## src/rtl/core/toeu_pkg.sv

```systemverilog
// Package: action codes, payload structs and queue entry type for the execute unit
`timescale 1ns / 1ps
`default_nettype none
package toeu_pkg;

  typedef enum logic [3:0] {
    ACT_ABS_S = 4'd0,
    ACT_ABS   = 4'd1,
    ACT_NEG_S = 4'd2,
    ACT_C_EQ  = 4'd3,
    ACT_C_LE  = 4'd4,
    ACT_C_LT  = 4'd5,
    ACT_MFC1  = 4'd6,
    ACT_MTC1  = 4'd7,
    ACT_CVT   = 4'd8,
    ACT_MULT  = 4'd9,
    ACT_DIV   = 4'd10,
    ACT_NOT   = 4'd11,
    ACT_LUI   = 4'd12,
    ACT_MOVE  = 4'd13,
    ACT_BGEZ  = 4'd14,
    ACT_BEQZ  = 4'd15
  } action_t;

  localparam int LUI_SHIFT = 16;

  localparam logic [1:0] SEL_NONE   = 2'd0;
  localparam logic [1:0] SEL_FIRST  = 2'd1;
  localparam logic [1:0] SEL_SECOND = 2'd2;

  typedef struct packed {
    logic [3:0]  action;
    logic [31:0] first_value;
    logic [31:0] second_value;
  } in_item_t;

  typedef struct packed {
    logic [31:0] dest_value;
    logic [1:0]  dest_select;
    logic [31:0] hi_word;
    logic [31:0] lo_word;
    logic        hilo_write;
    logic        cond_flag;
    logic        cond_write;
    logic        branch_taken;
    logic [31:0] branch_target;
    logic        divide_by_zero;
  } out_item_t;

  // Classified item passed from front to back
  typedef struct packed {
    action_t     act;
    logic        is_simple;
    logic        is_mult;
    logic        is_div;
    logic        is_cvt;
    logic [31:0] a;
    logic [31:0] b;
    logic [31:0] simple_value;
    logic [1:0]  simple_select;
    logic        cond_flag;
    logic        cond_write;
    logic        branch_taken;
  } cls_item_t;

endpackage
`default_nettype wire

```

## src/rtl/core/toeu_fifo.sv

```systemverilog
// Short queue between front and back
`timescale 1ns / 1ps
`default_nettype none
module toeu_fifo #(
  parameter int DEPTH = 2
) (
  input  wire                    clk,
  input  wire                    rst_n,
  input  wire                    wr_valid,
  output logic                   wr_ready,
  input  wire  toeu_pkg::cls_item_t wr_item,
  output logic                   rd_valid,
  input  wire                    rd_ready,
  output toeu_pkg::cls_item_t    rd_item
);
  import toeu_pkg::*;

  localparam int AW = (DEPTH > 1) ? $clog2(DEPTH) : 1;

  cls_item_t          mem_r [DEPTH];
  logic [AW-1:0]      wp_r, rp_r;
  logic [AW:0]        cnt_r;
  logic               wr_en, rd_en;

  assign wr_ready = cnt_r != (AW+1)'(DEPTH);
  assign rd_valid = cnt_r != '0;
  assign rd_item  = mem_r[rp_r];
  assign wr_en = wr_valid && wr_ready;
  assign rd_en = rd_valid && rd_ready;

  always_ff @(posedge clk) begin
    if (wr_en) begin
      mem_r[wp_r] <= wr_item;
    end
    if (!rst_n) begin
      wp_r <= '0;
      rp_r <= '0;
      cnt_r <= '0;
    end else begin
      if (wr_en) begin
        wp_r <= (wp_r == AW'(DEPTH-1)) ? '0 : wp_r + 1'b1;
      end
      if (rd_en) begin
        rp_r <= (rp_r == AW'(DEPTH-1)) ? '0 : rp_r + 1'b1;
      end
      cnt_r <= cnt_r + (AW+1)'(wr_en) - (AW+1)'(rd_en);
    end
  end

  a_no_overflow: assert property (@(posedge clk) disable iff (!rst_n)
    cnt_r <= (AW+1)'(DEPTH)) else $error("queue overflow");
  a_count_step: assert property (@(posedge clk) disable iff (!rst_n)
    (wr_en && !rd_en) |=> cnt_r == $past(cnt_r) + 1'b1) else $error("count");
  a_drain: assert property (@(posedge clk) disable iff (!rst_n)
    (rd_en && !wr_en) |=> cnt_r == $past(cnt_r) - 1'b1) else $error("drain");

endmodule
`default_nettype wire

```

## config.mk

```make
export PLATFORM = sky130hd
export DESIGN_NAME = toeu_fifo
export DESIGN_NICKNAME = d
export VERILOG_FILES = /design/src/rtl/core/toeu_pkg.sv /design/src/rtl/core/toeu_fifo.sv
export SDC_FILE = /design/constraint.sdc
export NUM_CORES = 1
export LEC_CHECK = 0
export ABC_AREA = 1
export ABC_CLOCK_PERIOD_IN_PS = 11650
export BUFFER_PORTS_ARGS = -buffer_cell sky130_fd_sc_hd__buf_4
export CORE_MARGIN = 2
export CORE_UTILIZATION = 45
export DETAILED_ROUTE_END_ITERATION = 8
export PLACE_DENSITY = 0.81
export SKIP_LAST_GASP = 1
export SLEW_MARGIN = 20
export SYNTH_ARGS = -nofsm -noshare
export SYNTH_HDL_FRONTEND = slang
export SYNTH_SLANG_ARGS = --single-unit
```

## constraint.sdc

```tcl
create_clock -name clk -period 11.65 [get_ports clk]
set_input_delay 0 -clock clk [delete_from_list [all_inputs] [get_ports clk]]
set_output_delay 0 -clock clk [all_outputs]
set_load 0.1 [all_outputs]
```

==> flow_summary_export.csv <==
group,metric,value,unit
synthesis,synthCells,375,
sta,tns,0,ps
synthesis,post-synth-top-area-fraction,80.6,%
run,cap_viol_max_count,0,
sta,setup_ws,8930,ps
floorplan,die_y,138,µm
synthesis,synth_cell_types,13,
floorplan,num_rows,49,
final_layout,drive_above_1_share,50.2,%
setup_path,start_kind,"flop",
routing,final_antenna_net_count,0,
synthesis,synthFlopType,"edfxtp_1",
routing,viasPerCell,4.83,
setup_path,cp.required,11760,ps
routing,avgRoutedWirePerCell,18.0,µm
synthesis,ys_warn_count,0,
cts,cts.sinks,223,
sta,relSlewSlack,35.2,%
cts,cts_inserted_buffers,23,
cts,insertion_delay,500,ps
placed_design,gp_congestion,0.710,
synthesis,synth-edff-count,218,
global_routing,grt_overflow,0,
floorplan,dieArea,19100,µm²
placed_design,portBuffers,223,
global_routing,grt_pass1_wl,27100,µm
sta,skew,8.55,ps
synthesis,ys_seq_area_share,81.8,%
sta,hold_violations,0,
setup_path,critPathKind,"reg -> reg",
final_layout,fin_util,66.8,%
final_layout,nets,840,
routing,drt_first_iter_violations,226,
sta,rsz0062_at_grt,"no",
outcome,status,"finished, final reports clean",
floorplan,initial_utilization,45.5,%
cts,root_buffer,"clkbuf_16",
setup_path,crit_arrival,2830,ps
synthesis,synth_commonest_cells,"edfxtp_1 (218), mux2_2 (99), nand2_1 (11)",
cts,cts_tree,"done",
routing,drt_wl_total,17600,µm
sta,fin_crit_sh,23.4,%
sta,setup_viol,0,
synthesis,avgSynthCellArea,21.7,µm²
sta,worstMarginPinSlew,971,ps
floorplan,io_pins,224,
synthesis,netlist_area,8120,µm²
sta,report.final.slew_viol_count,0,
global_routing,grt_antenna_before_repair,1,
synthesis,synth_top_area_cell,"edfxtp_1",
setup_path,cp_max_fo,72,
sta,fmax,368,MHz
routing,route.detailed.drc,0,
synthesis,synth.most_common_cell,"edfxtp_1",
global_routing,grt_max_degree,88,
placed_design,dpl.hpwl,10000,µm
sta,finalCriticalPeriod,2720,ps
cts,clk_path_buf_depth,3,
synthesis,ys_top_cells_by_area,"edfxtp_1 (81%), mux2_2 (14%), mux2_4 (1.8%)",
setup_path,endpoint_kind,"flop",
power_and_ir_drop,p_total,3190,µW
power_and_ir_drop,ir_worst_vdd,0.000219,V
final_layout,fillers,1100,
synthesis,ys_ff_latch,223,
floorplan,die_w,138,µm
final_layout,seqCellArea,6650,µm²
global_routing,grt_pass1_vias,5267,
synthesis,syn-num-nets,489,
routing,num_vias,4696,
power_and_ir_drop,leakage,0.00452,µW
floorplan,core,17800,µm²
placed_design,pre_cts_ws,8650,ps
cts,clk_pin_slew_worst_paths,60,ps
power_and_ir_drop,power.density,267,nW/µm²
global_routing,grt_usage,17.7,%
final_layout,multi_input_area,1390,µm²
cts,cts-resized-gates,0,
synthesis,async_flop_share,0,%
min_path,worstHoldPathType,"in -> reg",
final_layout,area_delta_synth_final,46.6,%
cts,htree_num_levels,1,
routing,first_pass_iters,4,
[layer usage]
metal  up-vias  track usage [%]  share of wire [%]
met4         0             5.53                2.5
met5         -                0                  0
met2       182             33.4                 55
li1       2167                -                  -
met1      2310             19.8                 36
met3        37             4.26                6.2
[cells by family (layout without fill, tap and decap cells)]
kind of cell	count (synthesis)	after routing	synth area share, %
AND/OR/NAND/NOR	21	21	0.986
flip-flops	223	223	81.8
AO/OA/AOI/OAI	1	1	0.0616
buffers and inverters	19	387	1.29
other	0	1	0
XOR/XNOR	1	1	0.108
multiplexers	109	109	15.6
adder cells (fa/ha/maj)	1	1	0.154
[through the flow]
stage	cell area (µm²)	hold WS (ps)	cells
after CTS	11900	46.5	971
after detailed placement	10000	188	818
final	11900	72.2	973
after global routing	11900	100	973
after floorplan	8120	93.5	375
after global placement	10000	184	818
[critical path, cell delays in order, from the launching register on]
cell and delay, ps:
dfxtp_1 370, inv_1 50, nand2_1 80, nand2_1 220, nor2_4 570, buf_16 240, buf_4 740
[state kept, by name, summed over array words and instances, names as in the netlist, named ones only]
register and flops:
cnt_r 2, mem_r 218, rp_r 1, wp_r 1
[timing repair]
item	in CTS	in global routing
endpoints found under the hold margin	223	0
hold buffers	111	0
buffers inserted	0	0
[final cells by class]
| class | instances | area share [%] |
|---|---|---|
| diodes | 1 | 0.0210 |
| inverters | 7 | 0.221 |
| flip-flops and latches | 223 | 55.8 |
| multi-input cells | 133 | 11.6 |
| well taps | 229 | 2.41 |
| clock inverters | 17 | 1.10 |
| repair buffers | 338 | 23.9 |
| clock buffers | 25 | 4.90 |
[worst paths after layout]
path | from | endpoint | slack [ps] | depth (start not counted)
max reg2reg | cnt_r[0]$_SDFF_PN0_ | mem_r[0][55]$_DFFE_PP_ | 8930 | 6
max | cnt_r[0]$_SDFF_PN0_ | mem_r[0][55]$_DFFE_PP_ | 8930 | 6
min reg2reg | rp_r$_SDFFE_PN0P_ | flop | 500 | 2
min | wr_valid | wp_r$_SDFFE_PN0P_ | 70 | 5
[report_power, final]
group          switching (µW)  internal [µW]  total [µW]
clock                     286            405         691
combinational            1100            336        1440
sequential               37.0           1020        1060
total                    1420           1760        3190
[layout by cell type (no fill, tap or decap)]
master         synthesis  layout
a21oi_1                1       1
buf_16                 0       1
buf_4                  0     224
buf_6                  3       2
bufinv_16              0       2
clkbuf_1               0       2
clkbuf_16              0      23
clkinv_1               0       6
clkinv_2               0       8
dfxtp_1                5       4
dfxtp_4                0       1
diode_2                0       1
dlygate4sd3_1          0     111
edfxtp_1             218     218
ha_1                   1       1
inv_1                  7       7
inv_6                  0       1
mux2_2                99      99
mux2_4                10      10
nand2_1               11      11
nand3_1                1       1
nor2_1                 9       7
nor2_4                 0       2
xnor2_1                1       1
No activity file was read; power rests on OpenSTA's default activity.
