==> config.mk <==
export PLATFORM = sky130hd
export DESIGN_NAME = toeu_front
export DESIGN_NICKNAME = d
export VERILOG_FILES = /design/src/rtl/core/toeu_pkg.sv /design/src/rtl/core/toeu_front.sv
export SDC_FILE = /design/constraint.sdc
export NUM_CORES = 1
export LEC_CHECK = 0
export BUFFER_PORTS_ARGS = -buffer_cell sky130_fd_sc_hd__buf_2
export CAP_MARGIN = 15
export CORE_MARGIN = 4
export CORE_UTILIZATION = 43
export DETAILED_ROUTE_END_ITERATION = 10
export PLACE_DENSITY = 0.78
export SLEW_MARGIN = 25
export SYNTH_ARGS = -nofsm -noshare
export SYNTH_HDL_FRONTEND = slang
export SYNTH_SLANG_ARGS = --single-unit
==> constraint.sdc <==
create_clock -name vclk -period 2.6
set_clock_uncertainty 0.05 [all_clocks]
set_input_delay 0.26 -clock vclk [all_inputs]
set_output_delay 0.26 -clock vclk [all_outputs]
set_load 0.005 [all_outputs]
==> src/rtl/core/toeu_pkg.sv <==
// Package: action codes, payload structs and queue entry type for the execute unit
`timescale 1ns / 1ps
`default_nettype none
package toeu_pkg;

  typedef enum logic [3:0] {
    ACT_ABS_S = 4'd0,
    ACT_ABS   = 4'd1,
    ACT_NEG_S = 4'd2,
    ACT_C_EQ  = 4'd3,
    ACT_C_LE  = 4'd4,
    ACT_C_LT  = 4'd5,
    ACT_MFC1  = 4'd6,
    ACT_MTC1  = 4'd7,
    ACT_CVT   = 4'd8,
    ACT_MULT  = 4'd9,
    ACT_DIV   = 4'd10,
    ACT_NOT   = 4'd11,
    ACT_LUI   = 4'd12,
    ACT_MOVE  = 4'd13,
    ACT_BGEZ  = 4'd14,
    ACT_BEQZ  = 4'd15
  } action_t;

  localparam int LUI_SHIFT = 16;

  localparam logic [1:0] SEL_NONE   = 2'd0;
  localparam logic [1:0] SEL_FIRST  = 2'd1;
  localparam logic [1:0] SEL_SECOND = 2'd2;

  typedef struct packed {
    logic [3:0]  action;
    logic [31:0] first_value;
    logic [31:0] second_value;
  } in_item_t;

  typedef struct packed {
    logic [31:0] dest_value;
    logic [1:0]  dest_select;
    logic [31:0] hi_word;
    logic [31:0] lo_word;
    logic        hilo_write;
    logic        cond_flag;
    logic        cond_write;
    logic        branch_taken;
    logic [31:0] branch_target;
    logic        divide_by_zero;
  } out_item_t;

  // Classified item passed from front to back
  typedef struct packed {
    action_t     act;
    logic        is_simple;
    logic        is_mult;
    logic        is_div;
    logic        is_cvt;
    logic [31:0] a;
    logic [31:0] b;
    logic [31:0] simple_value;
    logic [1:0]  simple_select;
    logic        cond_flag;
    logic        cond_write;
    logic        branch_taken;
  } cls_item_t;

endpackage
`default_nettype wire

==> src/rtl/core/toeu_front.sv <==
// Front: accept items, classify them and resolve the simple operations
`timescale 1ns / 1ps
`default_nettype none
module toeu_front (
  input  wire  toeu_pkg::in_item_t  in_item,
  output toeu_pkg::cls_item_t       cls_item
);
  import toeu_pkg::*;

  logic [31:0] a, b;
  logic        nan_a, nan_b, sa, sb, both_zero, mag_lt, mag_eq, lt, eq;
  logic [30:0] ma, mb;

  assign a = in_item.first_value;
  assign b = in_item.second_value;
  assign nan_a = (a[30:23] == 8'hFF) && (a[22:0] != 23'd0);
  assign nan_b = (b[30:23] == 8'hFF) && (b[22:0] != 23'd0);
  assign sa = a[31];
  assign sb = b[31];
  assign ma = a[30:0];
  assign mb = b[30:0];
  assign both_zero = (ma == 31'd0) && (mb == 31'd0);
  assign mag_lt = ma < mb;
  assign mag_eq = ma == mb;
  assign eq = both_zero || (mag_eq && (sa == sb));
  always_comb begin
    if (both_zero) begin
      lt = 1'b0;
    end else if (sa != sb) begin
      lt = sa;
    end else if (sa) begin
      lt = !mag_lt && !mag_eq;
    end else begin
      lt = mag_lt;
    end
  end

  always_comb begin
    cls_item = '0;
    cls_item.act = action_t'(in_item.action);
    cls_item.a = a;
    cls_item.b = b;
    unique case (action_t'(in_item.action))
      ACT_ABS_S: begin
        cls_item.is_simple = 1'b1;
        cls_item.simple_value = {1'b0, b[30:0]};
        cls_item.simple_select = SEL_FIRST;
      end
      ACT_ABS: begin
        cls_item.is_simple = 1'b1;
        cls_item.simple_value = b[31] ? (32'd0 - b) : b;
        cls_item.simple_select = SEL_FIRST;
      end
      ACT_NEG_S: begin
        cls_item.is_simple = 1'b1;
        cls_item.simple_value = {~b[31], b[30:0]};
        cls_item.simple_select = SEL_FIRST;
      end
      ACT_C_EQ, ACT_C_LE, ACT_C_LT: begin
        cls_item.is_simple = 1'b1;
        cls_item.cond_write = 1'b1;
        if (!nan_a && !nan_b) begin
          unique case (action_t'(in_item.action))
            ACT_C_EQ: cls_item.cond_flag = eq;
            ACT_C_LE: cls_item.cond_flag = eq || lt;
            default:  cls_item.cond_flag = lt;
          endcase
        end
      end
      ACT_MFC1, ACT_MOVE: begin
        cls_item.is_simple = 1'b1;
        cls_item.simple_value = b;
        cls_item.simple_select = SEL_FIRST;
      end
      ACT_MTC1: begin
        cls_item.is_simple = 1'b1;
        cls_item.simple_value = a;
        cls_item.simple_select = SEL_SECOND;
      end
      ACT_CVT:  cls_item.is_cvt = 1'b1;
      ACT_MULT: cls_item.is_mult = 1'b1;
      ACT_DIV:  cls_item.is_div = 1'b1;
      ACT_NOT: begin
        cls_item.is_simple = 1'b1;
        cls_item.simple_value = ~b;
        cls_item.simple_select = SEL_FIRST;
      end
      ACT_LUI: begin
        cls_item.is_simple = 1'b1;
        cls_item.simple_value = {b[31-LUI_SHIFT:0], {LUI_SHIFT{1'b0}}};
        cls_item.simple_select = SEL_FIRST;
      end
      ACT_BGEZ: begin
        cls_item.is_simple = 1'b1;
        cls_item.branch_taken = !a[31];
      end
      ACT_BEQZ: begin
        cls_item.is_simple = 1'b1;
        cls_item.branch_taken = (a == 32'd0);
      end
      default: cls_item.is_simple = 1'b1;
    endcase
  end

endmodule
`default_nettype wire

==> results of run 1 <==
## power by group through the flow
stage	Combinational, mW	Clock (mW)	Sequential [mW]
3_3_place_gp	0.648	0	0
4_1_cts	0.667	0	0
6_report	0.689	0	0
5_1_grt	0.747	0	0
3_5_place_dp	0.660	0	0
2_1_floorplan	0.356	0	0
## through the flow
step	utilization	cell area [µm²]	std cells	hold WS, ns
2_1_floorplan	-	3147	490	0.5053
3_3_place_gp	0.5955	4135	747	0.6752
3_5_place_dp	0.5955	4135	747	0.6749
4_1_cts	0.5984	4155	747	0.6757
5_1_grt	0.6097	4234	748	0.6839
6_report	0.6097	4234	748	0.6775
## routing by layer
metal  share of wire  wire length, µm  track usage
met1            0.39             5774       0.4181
met2            0.46             6792       0.5337
met3            0.12             1811      0.05390
met4           0.026              378      0.07581
met5               0                0            0
## layout make-up
class,instances,area (µm²)
well taps,96,120.1
multi-input cells,360,2501
inverters,37,138.9
repair buffers,255,1474
fillers,688,2710
## cell families (layout without fill, tap and decap cells)
logic type	after synthesis	count (layout)	share of synthesized area
adder cells (fa/ha/maj)	32	32	0.1272
AND/OR/NAND/NOR	146	146	0.2521
multiplexers	2	2	0.006362
buffers and inverters	130	292	0.2362
XOR/XNOR	1	1	0.002784
AO/OA/AOI/OAI	179	179	0.3754
## worst paths after layout
check | start | to | slack, ns | cells after the start
hold / removal | in_item[23] | cls_item[60] | 0.68 | 2
setup / recovery | in_item[12] | cls_item[26] | -0.0009 | 8
## layout by cell type, fill, tap and decap left out, drive strengths merged, types with 3 or more instances in the layout
| master | n |
|---|---|
| o41ai | 5 |
| a211oi | 5 |
| o31ai | 3 |
| or2 | 4 |
| a221oi | 5 |
| a22o | 4 |
| o211ai | 15 |
| o31a | 3 |
| buf | 254 |
| nor4 | 17 |
| a221o | 8 |
| a22oi | 12 |
| nor2 | 28 |
| nand2b | 4 |
| nand4 | 14 |
| nor3 | 14 |
| a31oi | 9 |
| a21o | 4 |
| a21oi | 54 |
| ha | 32 |
| o21ai | 38 |
| nand3 | 19 |
| inv | 37 |
| nand2 | 29 |
## repair_timing
item | CTS | global route
endpoints found under the setup margin | 1 | 8
hold buffers | 0 | 0
setup buffers | 0 | 1
resized for setup | 3 | 13
pin swaps | 1 | 6
==> run metrics, run 1 <==
ANT cells 0; Yosys top cell by area buf_4; Psw 0.3880 mW; Via-to-Cell Ratio 6.295; most frequent CP cell buf_2; core area 6944 µm²; Yosys top cell area share 0.1622; Avg Inst Size Synth 6.422 µm²; initial core utilization 0.4532; hpwl dp 12,030 µm; top post-synthesis cells by count buf_4, a21oi_1, inv_1; max_cap viols 0; pre-CTS WS -0.1178 ns; Antenna Nets Post-Route 0; maximum number of pins on one net before global-route repair 23; top cells by area, synth buf_4, ha_1, a21oi_1; initial antenna violation count 0; power per cell area 162.7 nW/µm²; RSZ-0062 raised after global routing true; cells along the critical path buf_2 > or4_4 > nand2b_4 > or3_4 > o311ai_2 > a21oi_1 > a211o_1 > buf_2; Synth Instances 490; CP peak stage delay 0.56 ns; Pleak 2.144 nW; Layout area overhead 34.55%; Die Wd 93.55 µm; CP delay by family, top simple AND/OR/NAND/NOR gates; total number of vias 4,709; Cell Area, Synth 3147 µm²; Hold WC Path Type input pin to primary output; Fin. Hold Viols 0; Overflow after GRT 0; Reg area 0 µm²; Post-Syn Nets 590; clock buffers 0; Ys Warns 0; max_slew headroom 0.6899; Int Pwr 0.3008 mW; Buf+Inv Stages, Crit Path 2; drc violations 0; Clock Power Share 0; setup violators final 1; CP Data Required Time 2.29 ns; count leader, synth buf_4; first-pass GRT wire length 22,770 µm; DRT Pass-1 Iters 5; IO buf count 177; Comb power frac 1.000; via count of the first global-routing pass 4,458; GRT Overall Usage 0.3167; Worst Tran Pin Value 0.4616 ns; fmax 384.5 MHz; switching share of power 0.5633; GPL Wtd Cong 0.9702; DIE AREA 8751 µm²; Seq/Total Area, Yosys 0; violations in the final reports setup timing; Final Max Tran Viols 0; total power 0.6888 mW; crit path DAT 2.29 ns; setup total negative slack -0.0008948 ns; row cnt 30; FFs & Latches 0; Nets 754; Peak VDD IR 0.00007572 V; worst-path fanout max 4; final worst slack -0.0008948 ns; slowest CP cell or4_4; Netlist cell types 57; status finished, violations left; crit path launch type input pin; drt initial violations 441; Setup CP Type input pin to primary output; height of the die 93.55 µm; WL/cell 19.73 µm; I/O Pins 177; share of cells above drive strength 1 0.4325; WL final 14,760 µm; Tmin final 2.601 ns; Flop pwr share 0; fin crit share 1.000; CP endpoint kind primary output
Note: power is estimated with default switching activity, not from simulation.
==> run 2, diff against run 1 <==
--- a/config.mk
+++ b/config.mk
@@ -10,7 +10,7 @@
 export CORE_MARGIN = 4
 export CORE_UTILIZATION = 43
 export DETAILED_ROUTE_END_ITERATION = 10
-export PLACE_DENSITY = 0.78
+export PLACE_DENSITY = 0.77
 export SLEW_MARGIN = 25
 export SYNTH_ARGS = -nofsm -noshare
 export SYNTH_HDL_FRONTEND = slang
==> run 2 against run 1 <==
Against the previous run:
- the run now ends clean
- die area stayed put
- global-route usage is 1.4 points lower
- wire length is 1.5% lower
- critical path depth stayed put
- non-clock buffer count is 12 lower
- combinational power is 0.7% higher
- critical endpoint unchanged
- largest cell class unchanged
==> run metrics, run 2 (same netlist as run 1, synthesis figures left out) <==
status completed; WL final 14,540 µm (-1.5%); max_slew headroom 0.6394 (-0.05052); hpwl dp 11,410 µm (-5.1%); power per cell area 162.7 nW/µm² (about the same); CP Data Required Time 2.29 ns (about the same); IO buf count 177 (unchanged); Filler Cells Inserted 667 (-3.1%); multi-input logic area 2595 µm² (+3.8%); setup violators final 0 (-1); min-delay src in_item[30]; Most Crowded Layer GR met2; GR Util met2 0.4848 (-0.04884); total number of vias 4,709 (unchanged); Final Max Tran Viols 0 (unchanged); core area 6944 µm² (unchanged); maximum number of pins on one net before global-route repair 26 (+13%); Antenna Nets Post-Route 0 (unchanged); crit path DAT 2.24 ns (-0.05 ns); row cnt 30 (unchanged); initial core utilization 0.4532 (unchanged); fmax 392.0 MHz (+1.9%); drt initial violations 584 (+32%); crit path launch type input pin; met1 Use GR 0.4162 (-0.001916); fin crit share 0.9812 (-0.01911); Fin. Hold Viols 0 (unchanged); Overflow after GRT 0 (unchanged); Die Wd 93.55 µm (unchanged); I/O Pins 177 (unchanged); GRT met3 Usage 0.04505 (-0.008850); Comb power frac 1.000 (about the same); commonest non-fill, non-tap cell in the layout buf_2; Clock Power Share 0 (unchanged); Via-to-Cell Ratio 6.398 (+1.6%); clock buffers 0 (unchanged); WL/cell 19.76 µm (+0.14%); GRT Overall Usage 0.3030 (-0.01367); Layout area overhead 35.59%; worst-path fanout max 6 (+2); switching share of power 0.5699 (+0.006569); DRT Pass-1 Iters 6 (+1); Setup CP Type input pin to primary output; pre-CTS WS -0.08209 ns (+0.03573 ns); Reg area 0 µm² (unchanged); Nets 742 (-1.6%); Psw 0.3955 mW (+1.9%); final worst slack 0.04878 ns (+0.04967 ns); Int Pwr 0.2985 mW (-0.76%); setup total negative slack 0 ns (+0.0008948 ns); height of the die 93.55 µm (unchanged); GPL Wtd Cong 0.9691 (-0.11%); first-pass GRT wire length 21,630 µm (-5.0%); CP endpoint kind primary output; hold buffers post-CTS 0 (unchanged); drc violations 0 (unchanged); Worst Tran Pin Value 0.5403 ns (+0.07873 ns); initial antenna violation count 0 (unchanged); crit path from in_item[13]; DIE AREA 8751 µm² (unchanged); commonest cells after routing, fill and taps aside buf_2, buf_4, a21oi_1, inv_1, o21ai_0; share of cells above drive strength 1 0.4297 (-0.002828); via count of the first global-routing pass 4,134 (-7.3%); Hold WC Path Type input pin to primary output; ANT cells 0 (unchanged); FFs & Latches 0 (unchanged); Peak VDD IR 0.00007604 V (+0.43%); Pleak 2.108 nW (-1.7%); max_cap viols 0 (unchanged); Flop pwr share 0 (unchanged); Tmin final 2.551 ns (-0.04967 ns)
[run 2: final cells by class]
type / instances / share of cell area
multi-input cells: 360 / 0.6082
repair buffers: 243 / 0.3311
inverters: 37 / 0.03255
well taps: 96 / 0.02815
[run 2: per-stage QoR]
stage	instance area, µm²	utilization	total power, mW	hold WS (ns)	std cells
global placement	4055	0.5840	0.6311	0.6836	733
floorplan	3147	-	0.3555	0.5053	490
CTS	4068	0.5858	0.6473	0.6816	733
finish	4267	0.6144	0.6940	0.6817	736
detailed placement	4055	0.5840	0.6408	0.6812	733
global route	4267	0.6144	0.7499	0.6944	736
[run 2: path summary, 6_finish.rpt]
kind | endpoint | slack [ns] | depth (start not counted)
max | cls_item[26] | 0.05 | 8
min | cls_item[67] | 0.68 | 2
[run 2: metal layers]
layer / up-vias / part of all wire
met2: 399 / 0.44
met1: 2141 / 0.39
met3: 66 / 0.13
li1: 2103 / -
met4: 0 / 0.039
met5: - / 0
[run 2: power by group through the flow]
| stage | clock network (mW) | logic [mW] | registers, mW |
|---|---|---|---|
| floorplan | 0 | 0.356 | 0 |
| global placement | 0 | 0.631 | 0 |
| detailed placement | 0 | 0.641 | 0 |
| CTS | 0 | 0.647 | 0 |
| global route | 0 | 0.750 | 0 |
| finish | 0 | 0.694 | 0 |
[run 2: critical path, cell delays in order]
cell,delay (ns)
buf_2,0.13
or4_4,0.54
nand2b_4,0.20
or3_4,0.38
o311ai_4,0.28
a21oi_2,0.08
a211o_1,0.24
buf_2,0.13
[run 2: repair_timing]
action / 4_1_cts / 5_1_grt
gates cloned: 0 / 0
resized for setup: 2 / 25
setup endpoints to repair: 1 / 11
pin swaps: 1 / 10
buffers inserted: 0 / 3
==> run 3, diff against run 2 <==
--- a/config.mk
+++ b/config.mk
@@ -7,10 +7,12 @@
 export LEC_CHECK = 0
 export BUFFER_PORTS_ARGS = -buffer_cell sky130_fd_sc_hd__buf_2
 export CAP_MARGIN = 15
+export CORE_ASPECT_RATIO = 1.2
 export CORE_MARGIN = 4
 export CORE_UTILIZATION = 43
 export DETAILED_ROUTE_END_ITERATION = 10
 export PLACE_DENSITY = 0.77
+export RECOVER_POWER = 100
 export SLEW_MARGIN = 25
 export SYNTH_ARGS = -nofsm -noshare
 export SYNTH_HDL_FRONTEND = slang
==> run 3 against run 2 <==
Against the previous run:
- first-iteration DRC count is 23% lower
- sequential share of layout area unchanged
- clock-buffer cell count unchanged
- highest routed layer unchanged
==> run metrics, run 3 (same netlist as run 1, synthesis figures left out) <==
status completed; DRT Pass-1 Iters 5 (-1); WL/cell 20.01 µm (+1.3%); Hold Slack 0.6891 ns (+0.007462 ns); DIE AREA 8756 µm² (about the same); Peak VDD IR 0.00007855 V (+3.3%); Setup CP Type input pin to primary output; first-pass GRT wire length 22,130 µm (+2.3%); power per cell area 160.2 nW/µm² (-1.5%); crit path DAT 2.23 ns (about the same); initial antenna violation count 0 (unchanged); Layout area overhead 30.22%; Antenna Nets Post-Route 0 (unchanged); hpwl dp 11,940 µm (+4.6%); worst-path fanout max 3 (-3); setup violators final 0 (unchanged); I/O Pins 177 (unchanged); core area 6978 µm² (+0.49%); Hold WC Path Type input pin to primary output; Reg area 0 µm² (unchanged); CP endpoint kind primary output; row cnt 33 (+10%); max_slew headroom 0.6200 (-0.01940); Buf+Inv Stages, Crit Path 2 (unchanged); clock buffers 0 (unchanged); Psw 0.3832 mW (-3.1%); Cell Area, Placed 4109 µm² (+1.3%); IO buf count 177 (unchanged); Fin. Hold Viols 0 (unchanged); Pleak 1.985 nW (-5.8%); CP Data Required Time 2.29 ns (about the same); RSZ-0062 raised after global routing true; drc violations 0 (unchanged); switching share of power 0.5839 (+0.01400); post-route cell area 4098 µm² (-4.0%); CP peak stage delay 0.56 ns (+0.02 ns); commonest non-fill, non-tap cell in the layout buf_2; WL final 14,770 µm (+1.6%); GRT Overall Usage 0.3171 (+0.01413); Clock Power Share 0 (unchanged); Overflow after GRT 0 (unchanged); fin crit share 0.9780 (-0.003201); Nets 753 (+1.5%); Int Pwr 0.2731 mW (-8.5%); share of cells above drive strength 1 0.3518 (-0.07792); CP delay by family, top simple AND/OR/NAND/NOR gates; Tmin final 2.543 ns (-0.008323 ns); final cell count without fillers 738 (+0.27%); Final Util 0.5872 (-0.02718); height of the die 101.7 µm (+8.7%); FFs & Latches 0 (unchanged); total number of vias 4,588 (-2.6%); Final Max Tran Viols 0 (unchanged); ANT cells 0 (unchanged); maximum number of pins on one net before global-route repair 28 (+7.7%); drt initial violations 452 (-23%); Comb power frac 1.000 (about the same); total power 0.6563 mW (-5.4%); cells along the critical path buf_2 > or4_4 > nand2b_4 > or3_4 > o311ai_2 > a21oi_1 > a211o_1 > buf_2; Worst Tran Pin Value 0.5700 ns (+0.02970 ns); Via-to-Cell Ratio 6.217 (-2.8%); via count of the first global-routing pass 4,278 (+3.5%); commonest cells after routing, fill and taps aside buf_2, a21oi_1, buf_4, clkbuf_1, inv_1; Die Wd 86.09 µm (-8.0%); slowest CP cell or4_4; initial core utilization 0.4510 (-0.002194); max_cap viols 0 (unchanged); most frequent CP cell buf_2; dpl cells 736 (+0.41%); fmax 393.3 MHz (+0.33%); GPL Wtd Cong 1.062 (+9.6%); Flop pwr share 0 (unchanged); crit path launch type input pin
-- run 3: power by group through the flow --
stage               clock network [mW]  registers [mW]  logic, mW
floorplan                            0               0      0.356
global placement                     0               0      0.647
detailed placement                   0               0      0.655
CTS                                  0               0      0.660
global route                         0               0      0.715
finish                               0               0      0.656
-- run 3: stage by stage --
step                      setup TNS (ns)  setup WS (ns)
after global placement           -0.2296        -0.2003
final                                  0        0.05710
after detailed placement         -0.2368        -0.2013
after global routing            -0.07850       -0.03980
after floorplan                        0         0.2716
after CTS                              0        0.01387
-- run 3: layout make-up --
| type | instances | area (µm²) |
|---|---|---|
| fillers | 759 | 2880 |
| multi-input cells | 360 | 2505 |
| repair buffers | 254 | 1345 |
| inverters | 37 | 138.9 |
| well taps | 87 | 108.9 |
-- run 3: repair_timing --
item | CTS | global route
resized for setup | 2 | 16
endpoints found under the setup margin | 2 | 11
pin swaps | 2 | 3
buffers inserted | 0 | 2
hold buffers | 0 | 0
-- run 3: layer usage --
| layer | GRT usage | routed length, µm | vias to the layer above |
|---|---|---|---|
| met3 | 0.03173 | 1495 | 59 |
| met2 | 0.5656 | 7109 | 294 |
| met5 | 0 | 0 | - |
| met1 | 0.3897 | 5464 | 2113 |
| li1 | - | - | 2122 |
| met4 | 0.1194 | 701 | 0 |
-- run 3: final timing paths --
kind / endpoint / start / cells after the start
min: cls_item[67] / in_item[30] / 2
max: cls_item[26] / in_item[13] / 8
